## src/rtl/ppsch_pkg.sv

```systemverilog
package ppsch_pkg;

   // Table size and derived widths
   localparam int MAX_PROCS = 16;
   localparam int IDX_W     = (MAX_PROCS > 1) ? $clog2(MAX_PROCS) : 1;
   localparam int CNT_W     = $clog2(MAX_PROCS + 1);

   typedef logic [IDX_W-1:0] idx_type;
   typedef logic [CNT_W-1:0] cnt_type;

   localparam idx_type LAST_IDX = idx_type'(MAX_PROCS - 1);
   localparam cnt_type MAX_CNT  = cnt_type'(MAX_PROCS);

   // Request operations
   typedef enum logic {
      OP_LOAD = 1'b0,
      OP_TICK = 1'b1
   } op_type;

   // Controller states, one-hot
   typedef enum logic [4:0] {
      ST_IDLE = 5'b00001,
      ST_SCAN = 5'b00010,
      ST_EVAL = 5'b00100,
      ST_SUM  = 5'b01000,
      ST_RESP = 5'b10000
   } state_type;

   typedef struct packed {
      op_type      opcode;
      logic [7:0]  process_id;
      logic [15:0] arrive_at;
      logic [15:0] service_len;
      logic [15:0] priority_req;
   } req_type;

   typedef struct packed {
      logic        load_accepted;
      logic        ran_valid;
      logic [7:0]  ran_pid;
      logic [15:0] tick_time;
      logic        finished;
      logic [15:0] finish_wait;
      logic [15:0] finish_turnaround;
      logic        all_finished;
      logic [31:0] wait_total;
      logic [31:0] turnaround_total;
   } rsp_type;

   // Entry write broadcast from the controller
   typedef struct packed {
      logic        en;
      idx_type     idx;
      logic [7:0]  pid;
      logic [15:0] arrival;
      logic [15:0] burst;
      logic [15:0] prio;
   } wr_type;

   // Decrement broadcast for the selected entry
   typedef struct packed {
      logic    en;
      idx_type idx;
   } run_type;

   // Best-so-far candidate passed down the cell row
   typedef struct packed {
      logic        found;
      idx_type     idx;
      logic [7:0]  pid;
      logic [15:0] prio;
      logic [15:0] arrival;
      logic [15:0] burst;
      logic [15:0] remaining;
   } tok_type;

endpackage

```

## src/rtl/ppsch_cell.sv

```systemverilog
module ppsch_cell (
   input  logic               clock,
   input  logic               reset,
   input  ppsch_pkg::idx_type cell_idx,
   input  logic [15:0]        cur_time,
   input  ppsch_pkg::wr_type  wr,
   input  ppsch_pkg::run_type run,
   input  ppsch_pkg::tok_type tok_in,
   output ppsch_pkg::tok_type tok_out
);

   logic               valid_ff;
   logic [7:0]         pid_ff;
   logic [15:0]        arrival_ff;
   logic [15:0]        burst_ff;
   logic [15:0]        remaining_ff;
   logic [15:0]        prio_ff;
   ppsch_pkg::tok_type tok_ff;
   ppsch_pkg::tok_type tok_in_sel;
   logic               eligible;
   logic               better;

   // Valid bit: set on write into this slot
   always_ff @(posedge clock) begin
      if (reset) begin
         valid_ff <= 1'b0;
      end else if (wr.en && wr.idx == cell_idx) begin
         valid_ff <= 1'b1;
      end
   end

   // Hold the entry; count down remaining service when selected
   always_ff @(posedge clock) begin
      if (wr.en && wr.idx == cell_idx) begin
         pid_ff       <= wr.pid;
         arrival_ff   <= wr.arrival;
         burst_ff     <= wr.burst;
         remaining_ff <= wr.burst;
         prio_ff      <= wr.prio;
      end else if (run.en && run.idx == cell_idx) begin
         remaining_ff <= remaining_ff - 16'd1;
      end
   end

   // Replace the incoming candidate only when strictly better
   always_comb begin
      eligible = valid_ff && (remaining_ff != 16'd0) && (arrival_ff <= cur_time);
      better   = !tok_in.found || (prio_ff < tok_in.prio) ||
                 ((prio_ff == tok_in.prio) && (arrival_ff < tok_in.arrival));
      tok_in_sel = tok_in;
      if (eligible && better) begin
         tok_in_sel.found     = 1'b1;
         tok_in_sel.idx       = cell_idx;
         tok_in_sel.pid       = pid_ff;
         tok_in_sel.prio      = prio_ff;
         tok_in_sel.arrival   = arrival_ff;
         tok_in_sel.burst     = burst_ff;
         tok_in_sel.remaining = remaining_ff;
      end
   end

   // Advance the candidate to the next cell
   always_ff @(posedge clock) begin
      if (reset) begin
         tok_ff <= '0;
      end else begin
         tok_ff <= tok_in_sel;
      end
   end

   assign tok_out = tok_ff;

endmodule

```

## src/rtl/preemptive_priority_scheduler_top.sv

```systemverilog
// Channel  Direction  Handshake            Payload
// req      in         req_valid/req_ready  req_data (ppsch_pkg::req_type)
// rsp      out        rsp_valid/rsp_ready  rsp_data (ppsch_pkg::rsp_type)
//
// A load goes from IDLE straight to RESP, where its result is parked in the
// output register. A tick walks the best candidate down the row of entry
// cells, one cell per cycle, in SCAN, then selects in EVAL and sums in SUM.
// One request is in work at a time; the next is accepted the cycle after the
// result is parked in the output register. A stalled rsp holds the block in
// RESP.
// Synchronous reset empties the table and clears time and sums.
module preemptive_priority_scheduler_top (
   input  logic               clock,
   input  logic               reset,
   input  logic               req_valid,
   output logic               req_ready,
   input  ppsch_pkg::req_type req_data,
   output logic               rsp_valid,
   input  logic               rsp_ready,
   output ppsch_pkg::rsp_type rsp_data
);

   ppsch_pkg::state_type state_ff, state_in;
   ppsch_pkg::idx_type   scan_cnt_ff;
   ppsch_pkg::cnt_type   loaded_count_ff;
   ppsch_pkg::cnt_type   finished_count_ff;
   logic [15:0]          current_time_ff;
   logic [31:0]          wait_sum_ff;
   logic [31:0]          turnaround_sum_ff;

   logic                 res_load_ff;
   logic                 res_ran_ff;
   logic [7:0]           res_pid_ff;
   logic [15:0]          res_time_ff;
   logic                 res_fin_ff;
   logic [15:0]          res_wait_ff;
   logic [15:0]          res_turn_ff;

   logic                 rsp_valid_ff, rsp_valid_in;
   ppsch_pkg::rsp_type   rsp_ff;

   ppsch_pkg::wr_type    wr;
   ppsch_pkg::run_type   run;
   ppsch_pkg::tok_type   tok_chain [ppsch_pkg::MAX_PROCS+1];
   ppsch_pkg::tok_type   best;

   logic                 req_fire;
   logic                 push;
   logic                 finish_now;
   logic [16:0]          end17;
   logic [16:0]          turn17;
   logic [16:0]          need17;
   logic [16:0]          wait17;
   logic [15:0]          turn16;
   logic [15:0]          wait16;
   logic [32:0]          wsum33;
   logic [32:0]          tsum33;

   assign req_ready = (state_ff == ppsch_pkg::ST_IDLE);
   assign req_fire  = req_valid && req_ready;

   // Broadcast a load into the next free slot
   always_comb begin
      wr.en      = req_fire && (req_data.opcode == ppsch_pkg::OP_LOAD) &&
                   (loaded_count_ff < ppsch_pkg::MAX_CNT);
      wr.idx     = loaded_count_ff[ppsch_pkg::IDX_W-1:0];
      wr.pid     = req_data.process_id;
      wr.arrival = req_data.arrive_at;
      wr.burst   = (req_data.service_len == 16'd0) ? 16'd1 : req_data.service_len;
      wr.prio    = req_data.priority_req;
   end

   // Row of entry cells
   assign tok_chain[0] = '0;

   for (genvar i = 0; i < ppsch_pkg::MAX_PROCS; i++) begin : g_cell
      ppsch_cell u_cell (
         .clock    (clock),
         .reset    (reset),
         .cell_idx (ppsch_pkg::idx_type'(i)),
         .cur_time (current_time_ff),
         .wr       (wr),
         .run      (run),
         .tok_in   (tok_chain[i]),
         .tok_out  (tok_chain[i+1])
      );
   end

   assign best = tok_chain[ppsch_pkg::MAX_PROCS];

   // Selected entry runs one unit
   always_comb begin
      run.en     = (state_ff == ppsch_pkg::ST_EVAL) && best.found;
      run.idx    = best.idx;
      finish_now = run.en && (best.remaining == 16'd1);
   end

   // Completion times, saturated to 16 bits
   always_comb begin
      end17  = {1'b0, current_time_ff} + 17'd1;
      turn17 = end17 - {1'b0, best.arrival};
      need17 = {1'b0, best.arrival} + {1'b0, best.burst};
      wait17 = (end17 > need17) ? (end17 - need17) : 17'd0;
      turn16 = turn17[16] ? 16'hFFFF : turn17[15:0];
      wait16 = wait17[16] ? 16'hFFFF : wait17[15:0];
   end

   // Saturating sums
   always_comb begin
      wsum33 = {1'b0, wait_sum_ff} + {17'd0, res_wait_ff};
      tsum33 = {1'b0, turnaround_sum_ff} + {17'd0, res_turn_ff};
   end

   // Next state
   always_comb begin
      state_in = state_ff;
      case (state_ff)
         ppsch_pkg::ST_IDLE: begin
            if (req_fire) begin
               state_in = (req_data.opcode == ppsch_pkg::OP_TICK) ?
                          ppsch_pkg::ST_SCAN : ppsch_pkg::ST_RESP;
            end
         end
         ppsch_pkg::ST_SCAN: begin
            if (scan_cnt_ff == ppsch_pkg::LAST_IDX) begin
               state_in = ppsch_pkg::ST_EVAL;
            end
         end
         ppsch_pkg::ST_EVAL: state_in = ppsch_pkg::ST_SUM;
         ppsch_pkg::ST_SUM:  state_in = ppsch_pkg::ST_RESP;
         ppsch_pkg::ST_RESP: begin
            if (push) begin
               state_in = ppsch_pkg::ST_IDLE;
            end
         end
         default: state_in = ppsch_pkg::ST_IDLE;
      endcase
   end

   // Control state, counters, time and sums
   always_ff @(posedge clock) begin
      if (reset) begin
         state_ff          <= ppsch_pkg::ST_IDLE;
         scan_cnt_ff       <= '0;
         loaded_count_ff   <= '0;
         finished_count_ff <= '0;
         current_time_ff   <= '0;
         wait_sum_ff       <= '0;
         turnaround_sum_ff <= '0;
      end else begin
         state_ff <= state_in;
         if (state_ff == ppsch_pkg::ST_SCAN) begin
            scan_cnt_ff <= scan_cnt_ff + ppsch_pkg::idx_type'(1);
         end else begin
            scan_cnt_ff <= '0;
         end
         if (wr.en) begin
            loaded_count_ff <= loaded_count_ff + ppsch_pkg::cnt_type'(1);
         end
         if (finish_now) begin
            finished_count_ff <= finished_count_ff + ppsch_pkg::cnt_type'(1);
         end
         if (state_ff == ppsch_pkg::ST_EVAL && current_time_ff != 16'hFFFF) begin
            current_time_ff <= current_time_ff + 16'd1;
         end
         if (state_ff == ppsch_pkg::ST_SUM) begin
            wait_sum_ff       <= wsum33[32] ? 32'hFFFF_FFFF : wsum33[31:0];
            turnaround_sum_ff <= tsum33[32] ? 32'hFFFF_FFFF : tsum33[31:0];
         end
      end
   end

   // Collect per-request result fields
   always_ff @(posedge clock) begin
      if (req_fire) begin
         res_load_ff <= wr.en;
         res_ran_ff  <= 1'b0;
         res_pid_ff  <= 8'd0;
         res_time_ff <= 16'd0;
         res_fin_ff  <= 1'b0;
         res_wait_ff <= 16'd0;
         res_turn_ff <= 16'd0;
      end else if (state_ff == ppsch_pkg::ST_EVAL) begin
         res_ran_ff  <= best.found;
         res_pid_ff  <= best.found ? best.pid : 8'd0;
         res_time_ff <= current_time_ff;
         res_fin_ff  <= finish_now;
         res_wait_ff <= finish_now ? wait16 : 16'd0;
         res_turn_ff <= finish_now ? turn16 : 16'd0;
      end
   end

   // Output register: load when empty or drained this cycle
   assign push = (state_ff == ppsch_pkg::ST_RESP) && (!rsp_valid_ff || rsp_ready);

   always_comb begin
      if (push) begin
         rsp_valid_in = 1'b1;
      end else if (rsp_ready) begin
         rsp_valid_in = 1'b0;
      end else begin
         rsp_valid_in = rsp_valid_ff;
      end
   end

   always_ff @(posedge clock) begin
      if (reset) begin
         rsp_valid_ff <= 1'b0;
      end else begin
         rsp_valid_ff <= rsp_valid_in;
      end
   end

   always_ff @(posedge clock) begin
      if (push) begin
         rsp_ff.load_accepted     <= res_load_ff;
         rsp_ff.ran_valid         <= res_ran_ff;
         rsp_ff.ran_pid           <= res_pid_ff;
         rsp_ff.tick_time         <= res_time_ff;
         rsp_ff.finished          <= res_fin_ff;
         rsp_ff.finish_wait       <= res_wait_ff;
         rsp_ff.finish_turnaround <= res_turn_ff;
         rsp_ff.all_finished      <= (finished_count_ff == loaded_count_ff);
         rsp_ff.wait_total        <= wait_sum_ff;
         rsp_ff.turnaround_total  <= turnaround_sum_ff;
      end
   end

   assign rsp_valid = rsp_valid_ff;
   assign rsp_data  = rsp_ff;

`ifndef SYNTHESIS
   // Completions never outnumber loads
   a_fin_le_load: assert property (@(posedge clock) disable iff (reset)
      finished_count_ff <= loaded_count_ff)
      else $error("finished count exceeds loaded count");

   // An accepted load with room grows the table by one
   a_load_grows: assert property (@(posedge clock) disable iff (reset)
      (req_fire && req_data.opcode == ppsch_pkg::OP_LOAD &&
       loaded_count_ff < ppsch_pkg::MAX_CNT)
      |=> loaded_count_ff == $past(loaded_count_ff) + ppsch_pkg::cnt_type'(1))
      else $error("load did not take a slot");

   // The selected entry has arrived and still needs service
   a_winner_ok: assert property (@(posedge clock) disable iff (reset)
      run.en |-> (best.arrival <= current_time_ff && best.remaining != 16'd0))
      else $error("ineligible entry selected");

   // Time moves only during tick evaluation, by one unit or held at the top
   a_time_step: assert property (@(posedge clock) disable iff (reset)
      (state_ff != ppsch_pkg::ST_EVAL) |=> $stable(current_time_ff))
      else $error("time moved outside tick evaluation");
`endif

endmodule

```

## config.mk

```make
export PLATFORM = sky130hd
export DESIGN_NAME = preemptive_priority_scheduler_top
export DESIGN_NICKNAME = d
export VERILOG_FILES = /design/src/rtl/ppsch_pkg.sv /design/src/rtl/ppsch_cell.sv /design/src/rtl/preemptive_priority_scheduler_top.sv
export SDC_FILE = /design/constraint.sdc
export NUM_CORES = 2
export LEC_CHECK = 0
export ABC_AREA = 1
export BUFFER_PORTS_ARGS = -buffer_cell sky130_fd_sc_hd__buf_2
export CAP_MARGIN = 5
export CORE_MARGIN = 4
export CORE_UTILIZATION = 60
export DETAILED_ROUTE_END_ITERATION = 12
export PLACE_DENSITY = 0.76
export SYNTH_ARGS = -nofsm -noshare
export SYNTH_HDL_FRONTEND = slang
export SYNTH_SLANG_ARGS = --single-unit
```

## constraint.sdc

```tcl
create_clock -name clock -period 9.9 [get_ports clock]
set_clock_uncertainty 0.2 [all_clocks]
set_input_delay 0.99 -clock clock [delete_from_list [all_inputs] [get_ports clock]]
set_output_delay 0.99 -clock clock [all_outputs]
set_load 0.05 [all_outputs]
```

Yosys cells after proc, flatten, opt, wreduce, memory -nomap -nowiden:

Cells that the tools add are included.

* word-level logic and storage cells: 645
* register bits after elaboration: 2667
* input port bits: 61

* add/subtract/negate cells: 26
* eq/ne operators: 57
* mux-type cells: 64
* order comparisons: 48
* reduce and logical (&&, ||, !) cells: 201
* bitwise gates (word level): 3

Operator list (count)
* two-way mux 77 bit: 16
* two-way mux 16 bit: 37
* less-than comparator 16 bit: 30
* <= comparator 16 bit: 16
* nonzero test 16 bit: 16
* subtractor 16 x 1 -> 16 bit (second input constant): 16
* equality test 16 bit: 15
* logical AND 1 bit: 101
* equality test 4 bit (second input constant): 17
* adder 32 x 16 -> 33 bit: 2
* two-way mux 32 bit: 2
* nonzero test 2 bit: 17
* equality test 4 x 3 -> 1 bit (second input constant): 8
* OR reduction 2 bit: 16
* logical OR 1 bit: 31
* case mux 5 bit (5 select lines): 1
* two-way mux 5 bit: 4
* adder 16 x 1 -> 17 bit (second input constant): 1
* adder 16 x 16 -> 17 bit: 1
* > comparator 17 bit: 1
* two-way mux 17 bit: 1
* subtractor 17 x 16 -> 17 bit: 1
* subtractor 17 bit: 1
* adder 16 x 1 -> 16 bit (second input constant): 1
* other kinds (22): 47

Logic depth before layout (Yosys ltp):

* depth after elaboration: 6
* gate-level depth with buffers: 24

Modules after synthesis:

A second synthesis with hierarchy kept.

* cells, all modules: 16100
* area total of the unflattened synthesis: 133077.6 µm²

By module, submodules not included
* ppsch_cell: cells an instance 878, instances 16, area each 7335.8 µm²
* preemptive_priority_scheduler_top: cells an instance 2052, instances 1, area each 15705.1 µm²

Worst setup path after synthesis:

No wires, ideal clock.

* path kind: input port to flip-flop
* from: in rsp_ready
* to: reg rsp_ff (netlist bit rsp_data[0]), enable pin
* data arrival time: 6172 ps
* stages on the path: 2
* path slack: 2919 ps
* buffers on the path: 0
* cells stage by stage: nor2_1 nor2_1

* word-level cells in the longest chain between the ends: 2

RTL lines
* start: declaration: RTL line preemptive_priority_scheduler_top.sv:19 `input logic rsp_ready,`
* logical OR 1 bit: RTL line preemptive_priority_scheduler_top.sv:194 `assign push = (state_ff == ppsch_pkg::ST_RESP) && (!rsp_valid_ff || rsp_ready);`
* logical AND 1 bit: RTL line preemptive_priority_scheduler_top.sv:194
* net push: RTL line preemptive_priority_scheduler_top.sv:48 `logic push;`
* end: declaration: RTL line preemptive_priority_scheduler_top.sv:40 `ppsch_pkg::rsp_type rsp_ff;`

The timed path passes the listed nets, and every way through them passes these cells.
A chain may end at the register's enable or synchronous reset.

Worst setup path after layout:

* from: reg current_time_ff[0]
* to: reg res_wait_ff[11]

* word-level cells in the longest chain between the ends: 5
* elaborated cells between the ends (all ways): 6
* those cells by class: 2 x add/sub; 1 x order compare; 3 x mux

RTL lines
* start: declaration: RTL line preemptive_priority_scheduler_top.sv:27 `logic [15:0] current_time_ff;`
* start signal: assignment: RTL line preemptive_priority_scheduler_top.sv:164 `current_time_ff <= current_time_ff + 16'd1;`
* adder 16 x 1 -> 17 bit (*): RTL line preemptive_priority_scheduler_top.sv:100 `end17 = {1'b0, current_time_ff} + 17'd1;`
* net end17[12]: RTL line preemptive_priority_scheduler_top.sv:50 `logic [16:0] end17;`
* subtractor 17 bit / > comparator 17 bit (equally long branches): RTL line preemptive_priority_scheduler_top.sv:103 `wait17 = (end17 > need17) ? (end17 - need17) : 17'd0;`
* two-way mux 17 bit (*): RTL line preemptive_priority_scheduler_top.sv:103
* two-way mux 16 bit (*): RTL line preemptive_priority_scheduler_top.sv:105 `wait16 = wait17[16] ? 16'hFFFF : wait17[15:0];`
* two-way mux 16 bit (*): RTL line preemptive_priority_scheduler_top.sv:188 `res_wait_ff <= finish_now ? wait16 : 16'd0;`
* end signal: assignment: RTL line preemptive_priority_scheduler_top.sv:188
* end: declaration: RTL line preemptive_priority_scheduler_top.sv:36 `logic [15:0] res_wait_ff;`

Mark *: on every way through the listed nets, which the timed path passes. The rest lies on a longest branch.

==> results.cfg <==
[layout]
layout_common_cells = 2,729 x nand2_1, 1,963 x inv_1, 1,620 x nor2_1
nets = 15400
syn_to_final_growth_pct = 9.98
instances_no_fill = 17500
drive_above_1_share_pct = 5.62
final_design_area_no_fill_sq_um = 137000
fin_util_pct = 66.3
fillers = 16400
final_common_cell = nand2_1

[sta]
setup_viol = 0
min_period_over_period_pct = 46.4
slew_viol_final = 0
worst_pin_slew_ps = 1200
rsz0062_at_grt = no
hold_viol_final = 0
tns_ps = 0
fin_hold_ws_ps = 186
timing.slew.headroom_pct = 19.7
max_clock_freq_mhz = 217
min_period_ps = 4600
worst_slack_ps = 5300

[floorplan]
die_height_um = 464
start_util_pct = 60.3
coreArea_sq_um = 207000
rows = 167
dieArea_sq_um = 215000
io_pins = 187
die_w_um = 464

[power]
p_sw_mw = 4.79
power.internal_mw = 18.0
clock_power_share_pct = 46.0
leakage_nw = 57.6
ir_drop_uv = 194
p_total_mw = 22.8
p_per_area_nw_per_um2 = 166
switching_share_pct = 21.0
power_frac_comb_pct = 3.2
power.sequential.fraction_pct = 50.8

[clock_tree]
post_cts_resized = 0
cts_buffer_depth = 4
cts_tree = built
ctsHoldBuffers = 0
cts_buffers = 287
htreeDepth = 5
post-cts-setup-buffer-count = 0
clock-sinks = 2652
clock_latency_ps = 920
path_clk_slew_ps = 60
cts_root_buffer = clkbuf_16

[logic_synthesis]
syn_nets = 15500
yosysWarningCount = 0
syn_inst = 14600
yosysTopAreaCell = edfxtp_1
syn-cell-area_sq_um = 125000
synth.yosys.seq_area_share_pct = 52.8
synth_edf_count = 1277
syn_area_per_cell_sq_um = 8.56
async_reset_ff_share_pct = 0
synth_ff_type = dfxtp_1
ys_ff_latch = 2652
yosysTopAreaCellShare_pct = 30.7
synthDistinctLibCells = 47
yosys-top-cells-area = edfxtp_1 31%, dfxtp_1 22%, ha_1 8.3%

[placed_design]
numPortBuffers = 186
pre_cts_slack_ps = 5360
dpl_cell_area_sq_um = 128000
gp_congestion = 0.944
dp_cells = 17000
dp_hpwl_um = 200000

[worst_setup_path]
rr_startpoint = current_time_ff[0]
r2r_cells = 20
crit_arrival_ps = 5200
cp.required_ps = 10500
path_class = reg -> reg
end_kind = flip-flop
worstReg2RegEnd = res_wait_ff[11]
critPathLaunchType = flip-flop
r2r_slack_ps = 5300
crit_path_start = current_time_ff[0]
crit_fanout = 18

[detailed_routing]
drtAntennaViolNets = 0
wl_um = 291000
dr.pass1.iters = 7
post_drt_wl_per_cell_um = 16.6
vias_per_cell = 5.42
first_iter_violations = 7704
drc_errors = 0
dr_total_vias = 94800

[global_route]
antenna_found_initial = 5
grt_remaining_overflow = 0
first_global_vias = 88400
grt_max_degree = 196
grt_pass1_wl_um = 466000
grt_use_total_pct = 26.5

[flow_run]
cap_violations = 0

[hold_path]
hp-class = reg -> reg
min_path_cells = 2
hold_start = g_cell[3].u_cell.tok_out[72]
min_to = g_cell[4].u_cell.tok_out[72]

[status]
outcome = finished clean
power groups by stage:
stage	logic (mW)	registers (mW)	clock network [mW]
global route	0.810	11.6	11.1
global placement	0.712	11.8	0
floorplan	0.401	11.9	0
CTS	0.731	11.6	10.6
finish	0.738	11.6	10.5
detailed placement	0.728	11.8	0
layout make-up:
class | instances | area [sq um] | share of cell area, %
timing repair buffer | 327 | 2050 | 1.49
sequential | 2652 | 65900 | 48.0
clock buffer | 399 | 8330 | 6.07
inverter | 1978 | 7430 | 5.41
clock inverter | 102 | 958 | 0.698
multi-input combinational | 9242 | 49100 | 35.8
antenna | 7 | 17.5 | 0.0128
tap | 2788 | 3490 | 2.54
registers in the layout, indices dropped and copies added, names as in the netlist, 4 cells and up:
register	cells
g_cell.u_cell.pid_ff	128
rsp_data	124
state_ff	5
g_cell.u_cell.tok_out	1201
scan_cnt_ff	4
g_cell.u_cell.valid_ff	16
current_time_ff	16
res_time_ff	16
loaded_count_ff	5
g_cell.u_cell.prio_ff	256
res_pid_ff	8
res_turn_ff	16
g_cell.u_cell.arrival_ff	256
wait_sum_ff	32
g_cell.u_cell.burst_ff	256
res_wait_ff	16
turnaround_sum_ff	32
g_cell.u_cell.remaining_ff	256
finished_count_ff	5
layer usage:
metal  share of wire, %  wire [um]  global-route usage [%]
met5                  0          0                       0
met4                3.1       9150                    8.69
met3                6.9      20000                    3.75
met2                 46     132000                    43.1
met1                 44     129000                    36.6
cell families after synthesis:
| kind of cell | Yosys count | synth area share [%] |
|---|---|---|
| simple gates | 6192 | 20.9 |
| buf+inv | 2688 | 8.19 |
| flops | 2652 | 52.8 |
| compound gates | 1995 | 8.23 |
| fa+ha+maj | 830 | 8.35 |
| xor+xnor | 225 | 1.58 |
synthesized netlist by cell type, drive strengths merged, types with 45 or more instances:
cell and number:
ha 825, dfxtp 1375, nand2 2753, buf 161, nor3 119, inv 1977
edfxtp 1277, a21oi 1408, clkbuf 549, nand4 306, xnor2 45, nor2 1636
o21ai 456, nand3 1339, xor2 180
critical path: stages, from the launching register on:
cell and delay, ps:
dfxtp_1 450, buf_4 380, ha_1 250, nand2_1 60, nor2_1 150, nand2_1 100, nor2_1 200, inv_1 60
nor2_1 160, nand3_1 170, xor2_1 200, inv_1 110, ha_1 410, nand2_1 90, o21ai_0 270, a21oi_1 140
nand2_1 110, o21ai_0 90, nor2_1 610, nand2_1 120, a21oi_1 160
worst max path at each step:
stage,cells after the start,to
after floorplan,2,rsp_data[0]
final,20,res_wait_ff[11]
after detailed placement,7,g_cell[13].u_cell.remaining_ff[5]
after global routing,17,res_wait_ff[11]
after global placement,7,g_cell[13].u_cell.remaining_ff[3]
after CTS,20,res_wait_ff[15]
Note: power is estimated with default switching activity, not from simulation.
